$ cat src/design/modular_inverse_ext_euclid_defines.svh
// Assertion macros shared by the modular inverse design files.
// Depends on nothing; users must have aclk and aresetn in scope.
`ifndef MODULAR_INVERSE_EXT_EUCLID_DEFINES_SVH
`define MODULAR_INVERSE_EXT_EUCLID_DEFINES_SVH

`ifndef NO_ASSERTIONS

// Same-cycle implication, sampled on aclk, off during reset.
`define MIE_ASSERT_NOW(label, ante, cons) \
    label: assert property (@(posedge aclk) disable iff (!aresetn) (ante) |-> (cons)) \
        else $error("assertion failed");

// Next-cycle implication, sampled on aclk, off during reset.
`define MIE_ASSERT_NEXT(label, ante, cons) \
    label: assert property (@(posedge aclk) disable iff (!aresetn) (ante) |=> (cons)) \
        else $error("assertion failed");

`else

`define MIE_ASSERT_NOW(label, ante, cons)
`define MIE_ASSERT_NEXT(label, ante, cons)

`endif

`endif

$ cat src/design/mie_pkg.sv
// Shared types and constants for the modular inverse block.
// Depends on nothing; used by mie_div_unit and modular_inverse_ext_euclid.
package mie_pkg;

    localparam int unsigned WordWidth  = 32;
    localparam int unsigned CountWidth = $clog2(WordWidth);

    typedef logic [WordWidth-1:0] word_t;

    // Input word: the number and its modulus.
    typedef struct packed {
        word_t value;
        word_t modulus;
    } in_word_t;

    // Result word.
    typedef struct packed {
        word_t inverse;
        word_t gcd_result;
        logic  no_inverse;
    } out_word_t;

    // Status of the shared divide unit.
    typedef struct packed {
        logic busy;
        logic done;
    } div_status_t;

    // Sequencer states, one-hot.
    typedef enum logic [4:0] {
        ST_IDLE   = 5'b00001,
        ST_CHECK  = 5'b00010,
        ST_DIV    = 5'b00100,
        ST_REDUCE = 5'b01000,
        ST_FINISH = 5'b10000
    } state_t;

endpackage

$ cat src/design/modular_inverse_ext_euclid.sv
// Top level of the modular inverse block: sequencer, Euclid state and result register.
// Depends on mie_pkg, mie_div_unit and modular_inverse_ext_euclid_defines.svh.
//
// Usage: present a word {value, modulus} on s_data with s_valid; it is taken
// when s_valid and s_ready are both high. The block runs the extended
// Euclidean algorithm and returns one word {inverse, gcd_result, no_inverse}
// on m_data with m_valid, taken when m_ready is high.
// The run time grows with the number of quotient steps, at most 46 for
// 32-bit operands. Each quotient step passes through the check state, the
// shared bit-serial divide unit and its done pulse. One word is processed
// at a time: s_ready is high only when the sequencer is idle, so a new word
// is taken only once the last one has been loaded into the output register.
// The result sits in an output register, so the next word is accepted while
// a finished result still waits; a stalled receiver holds m_data steady and
// only stops the sequencer at its final load.
// Reset (aresetn low at a clock edge) returns the sequencer to idle and
// drops m_valid; any word in flight is lost.
`include "modular_inverse_ext_euclid_defines.svh"

module modular_inverse_ext_euclid (
    input  logic                aclk,
    input  logic                aresetn,
    input  logic                s_valid,
    output logic                s_ready,
    input  mie_pkg::in_word_t   s_data,
    output logic                m_valid,
    input  logic                m_ready,
    output mie_pkg::out_word_t  m_data
);
    import mie_pkg::*;

    state_t      state_reg, state_next;
    word_t       a_reg, a_next;
    word_t       b_reg, b_next;
    word_t       ca_reg, ca_next;
    word_t       cb_reg, cb_next;
    logic        na_reg, na_next;
    logic        nb_reg, nb_next;
    word_t       mod_reg, mod_next;
    word_t       red_reg, red_next;
    logic        flag_reg, flag_next;
    out_word_t   out_reg, out_next;
    logic        m_valid_reg, m_valid_next;
    logic        div_start;
    word_t       div_rem;
    word_t       div_prod;
    div_status_t div_status;
    logic        load_out;

    // Shared divide unit: q = a / b, remainder, and q * cb.
    mie_div_unit u_div (
        .aclk      (aclk),
        .aresetn   (aresetn),
        .start     (div_start),
        .dividend  (a_reg),
        .divisor   (b_reg),
        .coef      (cb_reg),
        .remainder (div_rem),
        .product   (div_prod),
        .status    (div_status)
    );

    assign s_ready   = (state_reg == ST_IDLE);
    assign div_start = (state_reg == ST_CHECK) && (b_reg != '0);
    assign load_out  = (state_reg == ST_FINISH) && (!m_valid_reg || m_ready);

    // Sequencer and Euclid state update.
    always_comb begin
        state_next = state_reg;
        a_next     = a_reg;
        b_next     = b_reg;
        ca_next    = ca_reg;
        cb_next    = cb_reg;
        na_next    = na_reg;
        nb_next    = nb_reg;
        mod_next   = mod_reg;
        red_next   = red_reg;
        flag_next  = flag_reg;
        out_next   = out_reg;
        case (state_reg)
            ST_IDLE: begin
                if (s_valid) begin
                    a_next     = s_data.value;
                    b_next     = s_data.modulus;
                    mod_next   = s_data.modulus;
                    ca_next    = word_t'(1);
                    cb_next    = '0;
                    na_next    = 1'b0;
                    nb_next    = 1'b1;
                    state_next = ST_CHECK;
                end
            end
            ST_CHECK: begin
                if (b_reg == '0) begin
                    state_next = ST_REDUCE;
                end else begin
                    state_next = ST_DIV;
                end
            end
            ST_DIV: begin
                // Shift the remainder and coefficient sequences by one step.
                if (div_status.done) begin
                    a_next     = b_reg;
                    b_next     = div_rem;
                    ca_next    = cb_reg;
                    cb_next    = ca_reg + div_prod;
                    na_next    = nb_reg;
                    nb_next    = na_reg;
                    state_next = ST_CHECK;
                end
            end
            ST_REDUCE: begin
                // The coefficient magnitude never exceeds a nonzero modulus.
                flag_next  = (mod_reg == '0) || (a_reg != word_t'(1));
                red_next   = (ca_reg >= mod_reg) ? ca_reg - mod_reg : ca_reg;
                state_next = ST_FINISH;
            end
            ST_FINISH: begin
                if (load_out) begin
                    out_next.gcd_result = a_reg;
                    out_next.no_inverse = flag_reg;
                    if (flag_reg) begin
                        out_next.inverse = '0;
                    end else if (na_reg && (red_reg != '0)) begin
                        out_next.inverse = mod_reg - red_reg;
                    end else begin
                        out_next.inverse = red_reg;
                    end
                    state_next = ST_IDLE;
                end
            end
            default: begin
                state_next = ST_IDLE;
            end
        endcase
    end

    // Output valid: set on load, cleared when the receiver takes the word.
    always_comb begin
        if (load_out) begin
            m_valid_next = 1'b1;
        end else if (m_ready) begin
            m_valid_next = 1'b0;
        end else begin
            m_valid_next = m_valid_reg;
        end
    end

    // Control registers.
    always_ff @(posedge aclk) begin
        if (!aresetn) begin
            state_reg   <= ST_IDLE;
            m_valid_reg <= 1'b0;
        end else begin
            state_reg   <= state_next;
            m_valid_reg <= m_valid_next;
        end
    end

    // Datapath registers.
    always_ff @(posedge aclk) begin
        a_reg    <= a_next;
        b_reg    <= b_next;
        ca_reg   <= ca_next;
        cb_reg   <= cb_next;
        na_reg   <= na_next;
        nb_reg   <= nb_next;
        mod_reg  <= mod_next;
        red_reg  <= red_next;
        flag_reg <= flag_next;
        out_reg  <= out_next;
    end

    assign m_valid = m_valid_reg;
    assign m_data  = out_reg;

    // A finished division always hands back to the zero check.
    `MIE_ASSERT_NEXT(a_div_to_check, (state_reg == ST_DIV) && div_status.done, state_reg == ST_CHECK)
    // A zero remainder ends the loop.
    `MIE_ASSERT_NEXT(a_zero_ends, (state_reg == ST_CHECK) && (b_reg == '0), state_reg == ST_REDUCE)
    // The divide unit only runs while the sequencer waits on it.
    `MIE_ASSERT_NOW(a_div_owned, div_status.busy, state_reg == ST_DIV)
    // A clear flag means the loaded gcd is one.
    `MIE_ASSERT_NEXT(a_gcd_one, load_out && !flag_reg, m_data.gcd_result == word_t'(1))
    // A flagged result carries a zero inverse.
    `MIE_ASSERT_NOW(a_flag_zero, m_valid && m_data.no_inverse, m_data.inverse == '0)

endmodule

$ cat src/design/mie_div_unit.sv
// Iterative restoring divider that also accumulates quotient times a coefficient.
// Depends on mie_pkg and modular_inverse_ext_euclid_defines.svh.
`include "modular_inverse_ext_euclid_defines.svh"

module mie_div_unit (
    input  logic                aclk,
    input  logic                aresetn,
    input  logic                start,
    input  mie_pkg::word_t      dividend,
    input  mie_pkg::word_t      divisor,
    input  mie_pkg::word_t      coef,
    output mie_pkg::word_t      remainder,
    output mie_pkg::word_t      product,
    output mie_pkg::div_status_t status
);
    import mie_pkg::*;

    word_t                 rem_reg, rem_next;
    word_t                 dvd_reg, dvd_next;
    word_t                 dvs_reg, dvs_next;
    word_t                 coef_reg, coef_next;
    word_t                 acc_reg, acc_next;
    logic [CountWidth-1:0] cnt_reg, cnt_next;
    logic                  busy_reg, busy_next;
    logic                  done_reg, done_next;
    logic [WordWidth:0]    cand;
    logic [WordWidth:0]    diff;
    logic                  ge;

    // One quotient bit per cycle: shift in the next dividend bit and trial-subtract.
    // The partial remainder stays below the divisor, so a borrow out of the
    // top bit means the trial failed.
    always_comb begin
        cand = {rem_reg, dvd_reg[WordWidth-1]};
        diff = cand - {1'b0, dvs_reg};
        ge   = !diff[WordWidth];
    end

    // Step and start control.
    always_comb begin
        rem_next  = rem_reg;
        dvd_next  = dvd_reg;
        dvs_next  = dvs_reg;
        coef_next = coef_reg;
        acc_next  = acc_reg;
        cnt_next  = cnt_reg;
        busy_next = busy_reg;
        done_next = 1'b0;
        if (start) begin
            rem_next  = '0;
            dvd_next  = dividend;
            dvs_next  = divisor;
            coef_next = coef;
            acc_next  = '0;
            cnt_next  = '0;
            busy_next = 1'b1;
        end else if (busy_reg) begin
            rem_next = ge ? diff[WordWidth-1:0] : cand[WordWidth-1:0];
            dvd_next = {dvd_reg[WordWidth-2:0], 1'b0};
            // Horner form of quotient times coefficient, MSB first.
            acc_next = {acc_reg[WordWidth-2:0], 1'b0} + (ge ? coef_reg : '0);
            cnt_next = cnt_reg + 1'b1;
            if (cnt_reg == CountWidth'(WordWidth - 1)) begin
                busy_next = 1'b0;
                done_next = 1'b1;
            end
        end
    end

    // Control registers.
    always_ff @(posedge aclk) begin
        if (!aresetn) begin
            busy_reg <= 1'b0;
            done_reg <= 1'b0;
            cnt_reg  <= '0;
        end else begin
            busy_reg <= busy_next;
            done_reg <= done_next;
            cnt_reg  <= cnt_next;
        end
    end

    // Datapath registers.
    always_ff @(posedge aclk) begin
        rem_reg  <= rem_next;
        dvd_reg  <= dvd_next;
        dvs_reg  <= dvs_next;
        coef_reg <= coef_next;
        acc_reg  <= acc_next;
    end

    assign remainder   = rem_reg;
    assign product     = acc_reg;
    assign status.busy = busy_reg;
    assign status.done = done_reg;

    // A new division never starts over a running one.
    `MIE_ASSERT_NOW(a_no_restart, start, !busy_reg)
    // The sequencer never divides by zero.
    `MIE_ASSERT_NOW(a_divisor_nonzero, start, divisor != '0)
    // The partial remainder stays below the divisor while running.
    `MIE_ASSERT_NOW(a_rem_bound, busy_reg, rem_reg < dvs_reg)
    // Done is a single-cycle pulse and follows the last step.
    `MIE_ASSERT_NEXT(a_done_pulse, done_reg, !done_reg && !busy_reg)

endmodule

$ cat config.mk
export PLATFORM = sky130hd
export DESIGN_NAME = modular_inverse_ext_euclid
export DESIGN_NICKNAME = d
export VERILOG_FILES = /design/src/design/mie_pkg.sv /design/src/design/modular_inverse_ext_euclid.sv /design/src/design/mie_div_unit.sv
export VERILOG_INCLUDE_DIRS = /design/src /design/src/design
export SDC_FILE = /design/constraint.sdc
export NUM_CORES = 1
export LEC_CHECK = 0
export BUFFER_PORTS_ARGS = -buffer_cell sky130_fd_sc_hd__buf_2
export CORE_MARGIN = 2
export CORE_UTILIZATION = 35
export DETAILED_ROUTE_END_ITERATION = 8
export PLACE_DENSITY = 0.61
export SETUP_SLACK_MARGIN = 0.5
export SKIP_LAST_GASP = 1
export SYNTH_ARGS = -nofsm -noshare
export SYNTH_HDL_FRONTEND = slang
export SYNTH_SLANG_ARGS = --single-unit
$ cat constraint.sdc
create_clock -name aclk -period 9.25 [get_ports aclk]
set_input_delay 1.85 -clock aclk [delete_from_list [all_inputs] [get_ports aclk]]
set_output_delay 1.85 -clock aclk [all_outputs]
set_load 0.02 [all_outputs]
# [Yosys cells after proc, flatten, opt, wreduce, memory -nomap -nowiden]
# Cells that the tools add are included.
[classes] mux=35 n_reduce_logical=19 magnitude_cmp=1 bitwise=2 n_eq_ne=10 n_addsub=6
[op_table] operator="$mux W32" count=14
[op_table] operator="$pmux W32 S2" count=4
[op_table] operator="$add A32 B32 Y32" count=2
[op_table] operator="$logic_not A32 Y1" count=2
[op_table] operator="$reduce_bool A32 Y1" count=2
[op_table] operator="$sub A32 B32 Y32" count=2
[op_table] operator="$sub A33 B32 Y33" count=1
[op_table] operator="$ge A32 B32 Y1" count=1
[op_table] operator="$ne A32 B1 Y1 const B" count=1
[op_table] operator="$pmux W5 S5" count=1
[op_table] operator="$mux W5" count=3
[op_table] operator="$eq A5 B5 Y1 const B" count=2
[op_table] operator="$mux W1" count=10
[op_table] operator="$reduce_and A3 Y1" count=2
[op_table] operator="$reduce_bool A2 Y1" count=3
[op_table] operator="$add A5 B1 Y5 const B" count=1
[op_table] operator="$eq A5 B1 Y1 const B" count=1
[op_table] operator="$eq A5 B2 Y1 const B" count=1
[op_table] operator="$eq A5 B3 Y1 const B" count=1
[op_table] operator="$eq A5 B4 Y1 const B" count=1
[op_table] operator="$mux W4" count=1
[op_table] operator="$ne A2 B2 Y1 const B" count=2
[op_table] operator="$pmux W1 S2" count=2
[op_table] operator="$reduce_and A2 Y1" count=2
[op_table] operator="7 further kinds" count=11
[word_totals] inputBits=68 ff_bits=433

# [Longest topological paths before layout]
[depth] depth_word=5 depth_mapped=25 ltp_nobuf=23

# [Modules after synthesis]
# Synthesis repeated with hierarchy kept, for this count alone.
[unflattened] hier_cells=2513 hier_area_um2=25355.6
[modules_own_cells] mod="modular_inverse_ext_euclid" instances=1 area_per_inst_um2=15912.8 cells_each=1571 seq_area_each_um2=7927.6
[modules_own_cells] mod="mie_div_unit" instances=1 area_per_inst_um2=9442.8 cells_each=942 seq_area_each_um2=4304.1

# [Least setup slack after synthesis]
# OpenSTA, ideal clock, no wires.
[synth_path] path_type="in2reg" startpoint="in s_valid" endpoint="reg a_reg[0], enable pin" path_slack_ns=0.371 setup_time_ns=0.664 t_arrival_ns=8.215 required_time_ns=8.586 path_stages=2 n_path_buf=0 cell_sequence="o22ai_1 -> a21oi_1"
[synth_between] elab_chain_cells=2
[synth_rtl] element="start: declaration" line="modular_inverse_ext_euclid.sv:23" source="input logic s_valid,"
[synth_rtl] element="$ne A2 B2 Y1 (no source line)"
[synth_rtl] element="$reduce_and A3 Y1 (no source line)"
[synth_rtl] element="end signal: assignment" line="modular_inverse_ext_euclid.sv:162" source="a_reg <= a_next;"
[synth_rtl] element="end: declaration" line="modular_inverse_ext_euclid.sv:33" source="word_t a_reg, a_next;"
# Every way passes these cells.
# A chain may end at the register's enable or synchronous reset.

# [Worst setup path in the final report]
[layout_path] startpoint="reg u_div.dvs_reg[0]" endpoint="reg u_div.acc_reg[31], in the netlist u_div.product[31]"
[layout_between] elab_chain_cells=3
[layout_rtl] element="start: declaration" line="mie_div_unit.sv:20" source="word_t dvs_reg, dvs_next;"
[layout_rtl] element="start signal: assignment" line="mie_div_unit.sv:87" source="dvs_reg <= dvs_next;"
[layout_rtl] element="$sub A33 B32 Y33" line="mie_div_unit.sv:35" source="diff = cand - {1'b0, dvs_reg};"
[layout_rtl] element="$mux W32" line="mie_div_unit.sv:61" source="acc_next = {acc_reg[WordWidth-2:0], 1'b0} + (ge ? coef_reg : '0);"
[layout_rtl] element="$add A32 B32 Y32" line="mie_div_unit.sv:61"
[layout_rtl] element="end signal: assignment" line="mie_div_unit.sv:89" source="acc_reg <= acc_next;"
[layout_rtl] element="end: declaration" line="mie_div_unit.sv:22" source="word_t acc_reg, acc_next;"
# Every way passes these cells.

==> results.cfg <==
[sta]
finalMaxSlewViolations = 0
max_freq_mhz = 164
finalSetupViolations = 0
layout_min_cycle_time_ns = 6.11
hold_viol = 0
grt_setup_unrepaired = false
clock_skew_ns = 0.0303
tightest_slew_ns = 1.12
whs_ns = 0.427
finalCritPeriodShare_pct = 66.0
slew_headroom_pct = 25.1
tns_ns = 0

[synthesis]
yosysTopAreaCellShare_pct = 43.3
syn_area_per_cell_sq_um = 10.2
yosysSeqAreaShare_pct = 49.5
synth-edff-count = 356
synth_ff_type = edfxtp_1
synthArstFlopShare_pct = 0
ys_warn_count = 0
yosysTopAreaCell = edfxtp_1
synth-seq-cells = 433
syn_inst = 2421
synthTopCellsByArea = edfxtp_1 43%, ha_1 8.0%, dfxtp_1 6.2%
ys_types = 83
syn_area_sq_um = 24700
syn_nets = 2652

[die]
rows = 97
die_y_microns = 270
fp.dieW_microns = 270
dieArea_sq_um = 72700
io_pins = 135
design.core.area_sq_um = 69900
start_util_pct = 35.3

[route]
dr.pass1.iters = 6
drc = 0
via_count = 18900
routed_wl_microns = 70900
drt-initial-drc-count = 1605
postRouteAntennaNets = 0
drt-vias-per-instance = 5.37
wl_per_cell_microns = 20.2

[clocking]
path_clk_slew_ns = 0.07
holdBufCountCts = 0
insertion_delay_ns = 0.61
cts_resized = 0
cts.sinks = 433
cts_tree = built
cts_buffers = 48
cts_max_path_buffers = 3
cts_setup_buffers = 0
h-tree-depth = 2
cts-root-buf = clkbuf_16

[global_routing]
grt_pass1_wl_microns = 109000
grt_overflow = 0
grt_usage_pct = 19.1
antenna_found_initial = 4
grt_pass1_vias = 18300
grt_max_degree = 132

[setup_path]
startpoint_type = flip-flop
crit_fanout = 32
startpoint = u_div.dvs_reg[0]
rrSetupSlack_ns = 3.14
critical_path_class = reg -> reg
timing.rr.start = u_div.dvs_reg[0]
rr_worst_depth = 22
r2r_end = u_div.product[31]
endpoint = u_div.product[31]
cp.required_ns = 9.74
crit_path_end_kind = flip-flop
crit_arrival_ns = 6.60

[finish]
finalNetCount = 2768
layout.cells.non_filler = 3517
nFillCells = 6753
syn2layout_area_growth_pct = 13.3
postLayoutCellArea_sq_um = 28000
drive_above_1_share_pct = 11.3
num_antenna_cells = 0
largest_reg_flops = 65

[status]
status = finished, final reports clean

[placement]
place_area_sq_um = 26400
dp.cells = 3427
post-dp-hpwl_microns = 52000
globalplace.congestion = 0.944
port_buffers = 134

[worst_hold_path]
hp-class = reg -> reg
min_path_cells = 0

[power]
powerDensity_nw_per_um2 = 295
p_leak_nw = 11.4
ir_worst_vdd_mv = 0.154

[job]
maxCapViolCount = 0
cell usage in the layout, fill, tap and decap left out, types with 74 or more instances in the layout:
| master | n |
|---|---|
| a21o_1 | 76 |
| nand2_1 | 308 |
| buf_2 | 134 |
| o21ai_0 | 74 |
| edfxtp_1 | 356 |
| nor2_1 | 218 |
| a21oi_1 | 177 |
| ha_1 | 158 |
| inv_1 | 139 |
| dfxtp_1 | 76 |
synth_stat cells, types with 8 or more instances:
| library cell | n |
|---|---|
| a211oi_1 | 44 |
| a21o_1 | 76 |
| a21oi_1 | 178 |
| a31oi_1 | 18 |
| and2_1 | 73 |
| and3_1 | 12 |
| buf_1 | 9 |
| buf_2 | 12 |
| clkbuf_1 | 58 |
| dfxtp_1 | 77 |
| edfxtp_1 | 356 |
| ha_1 | 158 |
| inv_1 | 139 |
| mux2_1 | 8 |
| mux2_2 | 31 |
| mux2i_1 | 52 |
| nand2_1 | 308 |
| nand2b_1 | 22 |
| nand3_1 | 30 |
| nand4_1 | 29 |
| nor2_1 | 218 |
| nor2b_1 | 30 |
| nor3_1 | 38 |
| nor4_1 | 41 |
| o211ai_1 | 19 |
| o21a_1 | 30 |
| o21ai_0 | 75 |
| o21ai_1 | 13 |
| o21bai_1 | 13 |
| or3_1 | 16 |
| xnor2_1 | 73 |
| xor2_1 | 31 |
through the flow:
step / setup WS, ns / util (%) / total power [W]
2_1_floorplan: 3.33 / - / 0.00545
3_3_place_gp: 3.45 / 37.7 / 0.00621
3_5_place_dp: 3.23 / 37.7 / 0.00629
4_1_cts: 3.16 / 40.0 / 0.00828
5_1_grt: 2.72 / 40.0 / 0.00878
6_report: 3.14 / 40.0 / 0.00826
cell families after synthesis:
| kind of cell | synth area share [%] |
|---|---|
| adders and majority gates | 8.41 |
| muxes | 3.88 |
| buffers and inverters | 3.52 |
| DFF | 49.5 |
| and+or+nand+nor | 16.2 |
| AOI/OAI and AO/OA | 14.6 |
| xor gates and xnor gates | 3.89 |
worst min path at each step:
stage                     startpoint                 to  slack, ns
final                      cb_reg[0]  u_div.coef_reg[0]       0.43
after floorplan            cb_reg[0]  u_div.coef_reg[0]       0.42
after detailed placement   cb_reg[0]  u_div.coef_reg[0]       0.42
after global routing       cb_reg[4]  u_div.coef_reg[4]       0.45
after CTS                  cb_reg[7]  u_div.coef_reg[7]       0.44
after global placement     cb_reg[4]  u_div.coef_reg[4]       0.42
critical path, cell delays in order (launching register included):
cell and delay [ns]:
edfxtp_1 0.38, ha_1 0.24, fa_1 0.41, nor2b_1 0.17, o31a_1 0.22, o2111ai_1 0.13, and2_1 0.24, o21ai_1 0.31
a31oi_2 0.20, xnor2_4 0.31, and2_1 0.26, ha_1 0.21, fa_1 0.45, a211oi_1 0.43, o211ai_1 0.22, a32oi_1 0.23
o211ai_1 0.24, a21oi_1 0.25, a21oi_1 0.12, a21o_1 0.19, a21oi_1 0.20, xnor3_1 0.34, a211oi_1 0.25
layer usage:
metal  up-vias  share of wire [%]  track usage [%]  routed length, microns
met5         -              0.058                0                      41
met4         6                3.4             6.59                    2390
met3       118                6.2             3.11                    4380
met2       556                 44             29.9                   31600
met1      9164                 46             26.8                   32600
li1       9031                  -                -                       -
report_power, final:
| part | internal (W) | total [W] | leakage, nW | switching (W) |
|---|---|---|---|---|
| clock network | 0.00112 | 0.00196 | 0.776 | 0.000842 |
| registers | 0.00262 | 0.00301 | 3.98 | 0.000392 |
| logic | 0.00135 | 0.00329 | 6.64 | 0.00194 |
layout make-up:
| cell class | count | area (sq um) | area share (%) |
|---|---|---|---|
| flip-flops and latches | 433 | 12200 | 43.7 |
| multi-input cells | 1765 | 11600 | 41.6 |
| clock buffers | 61 | 1300 | 4.65 |
| well taps | 940 | 1180 | 4.20 |
| repair buffers | 149 | 796 | 2.84 |
| inverters | 140 | 531 | 1.90 |
| clock inverters | 29 | 304 | 1.09 |
No activity file was read; power rests on OpenSTA's default activity.
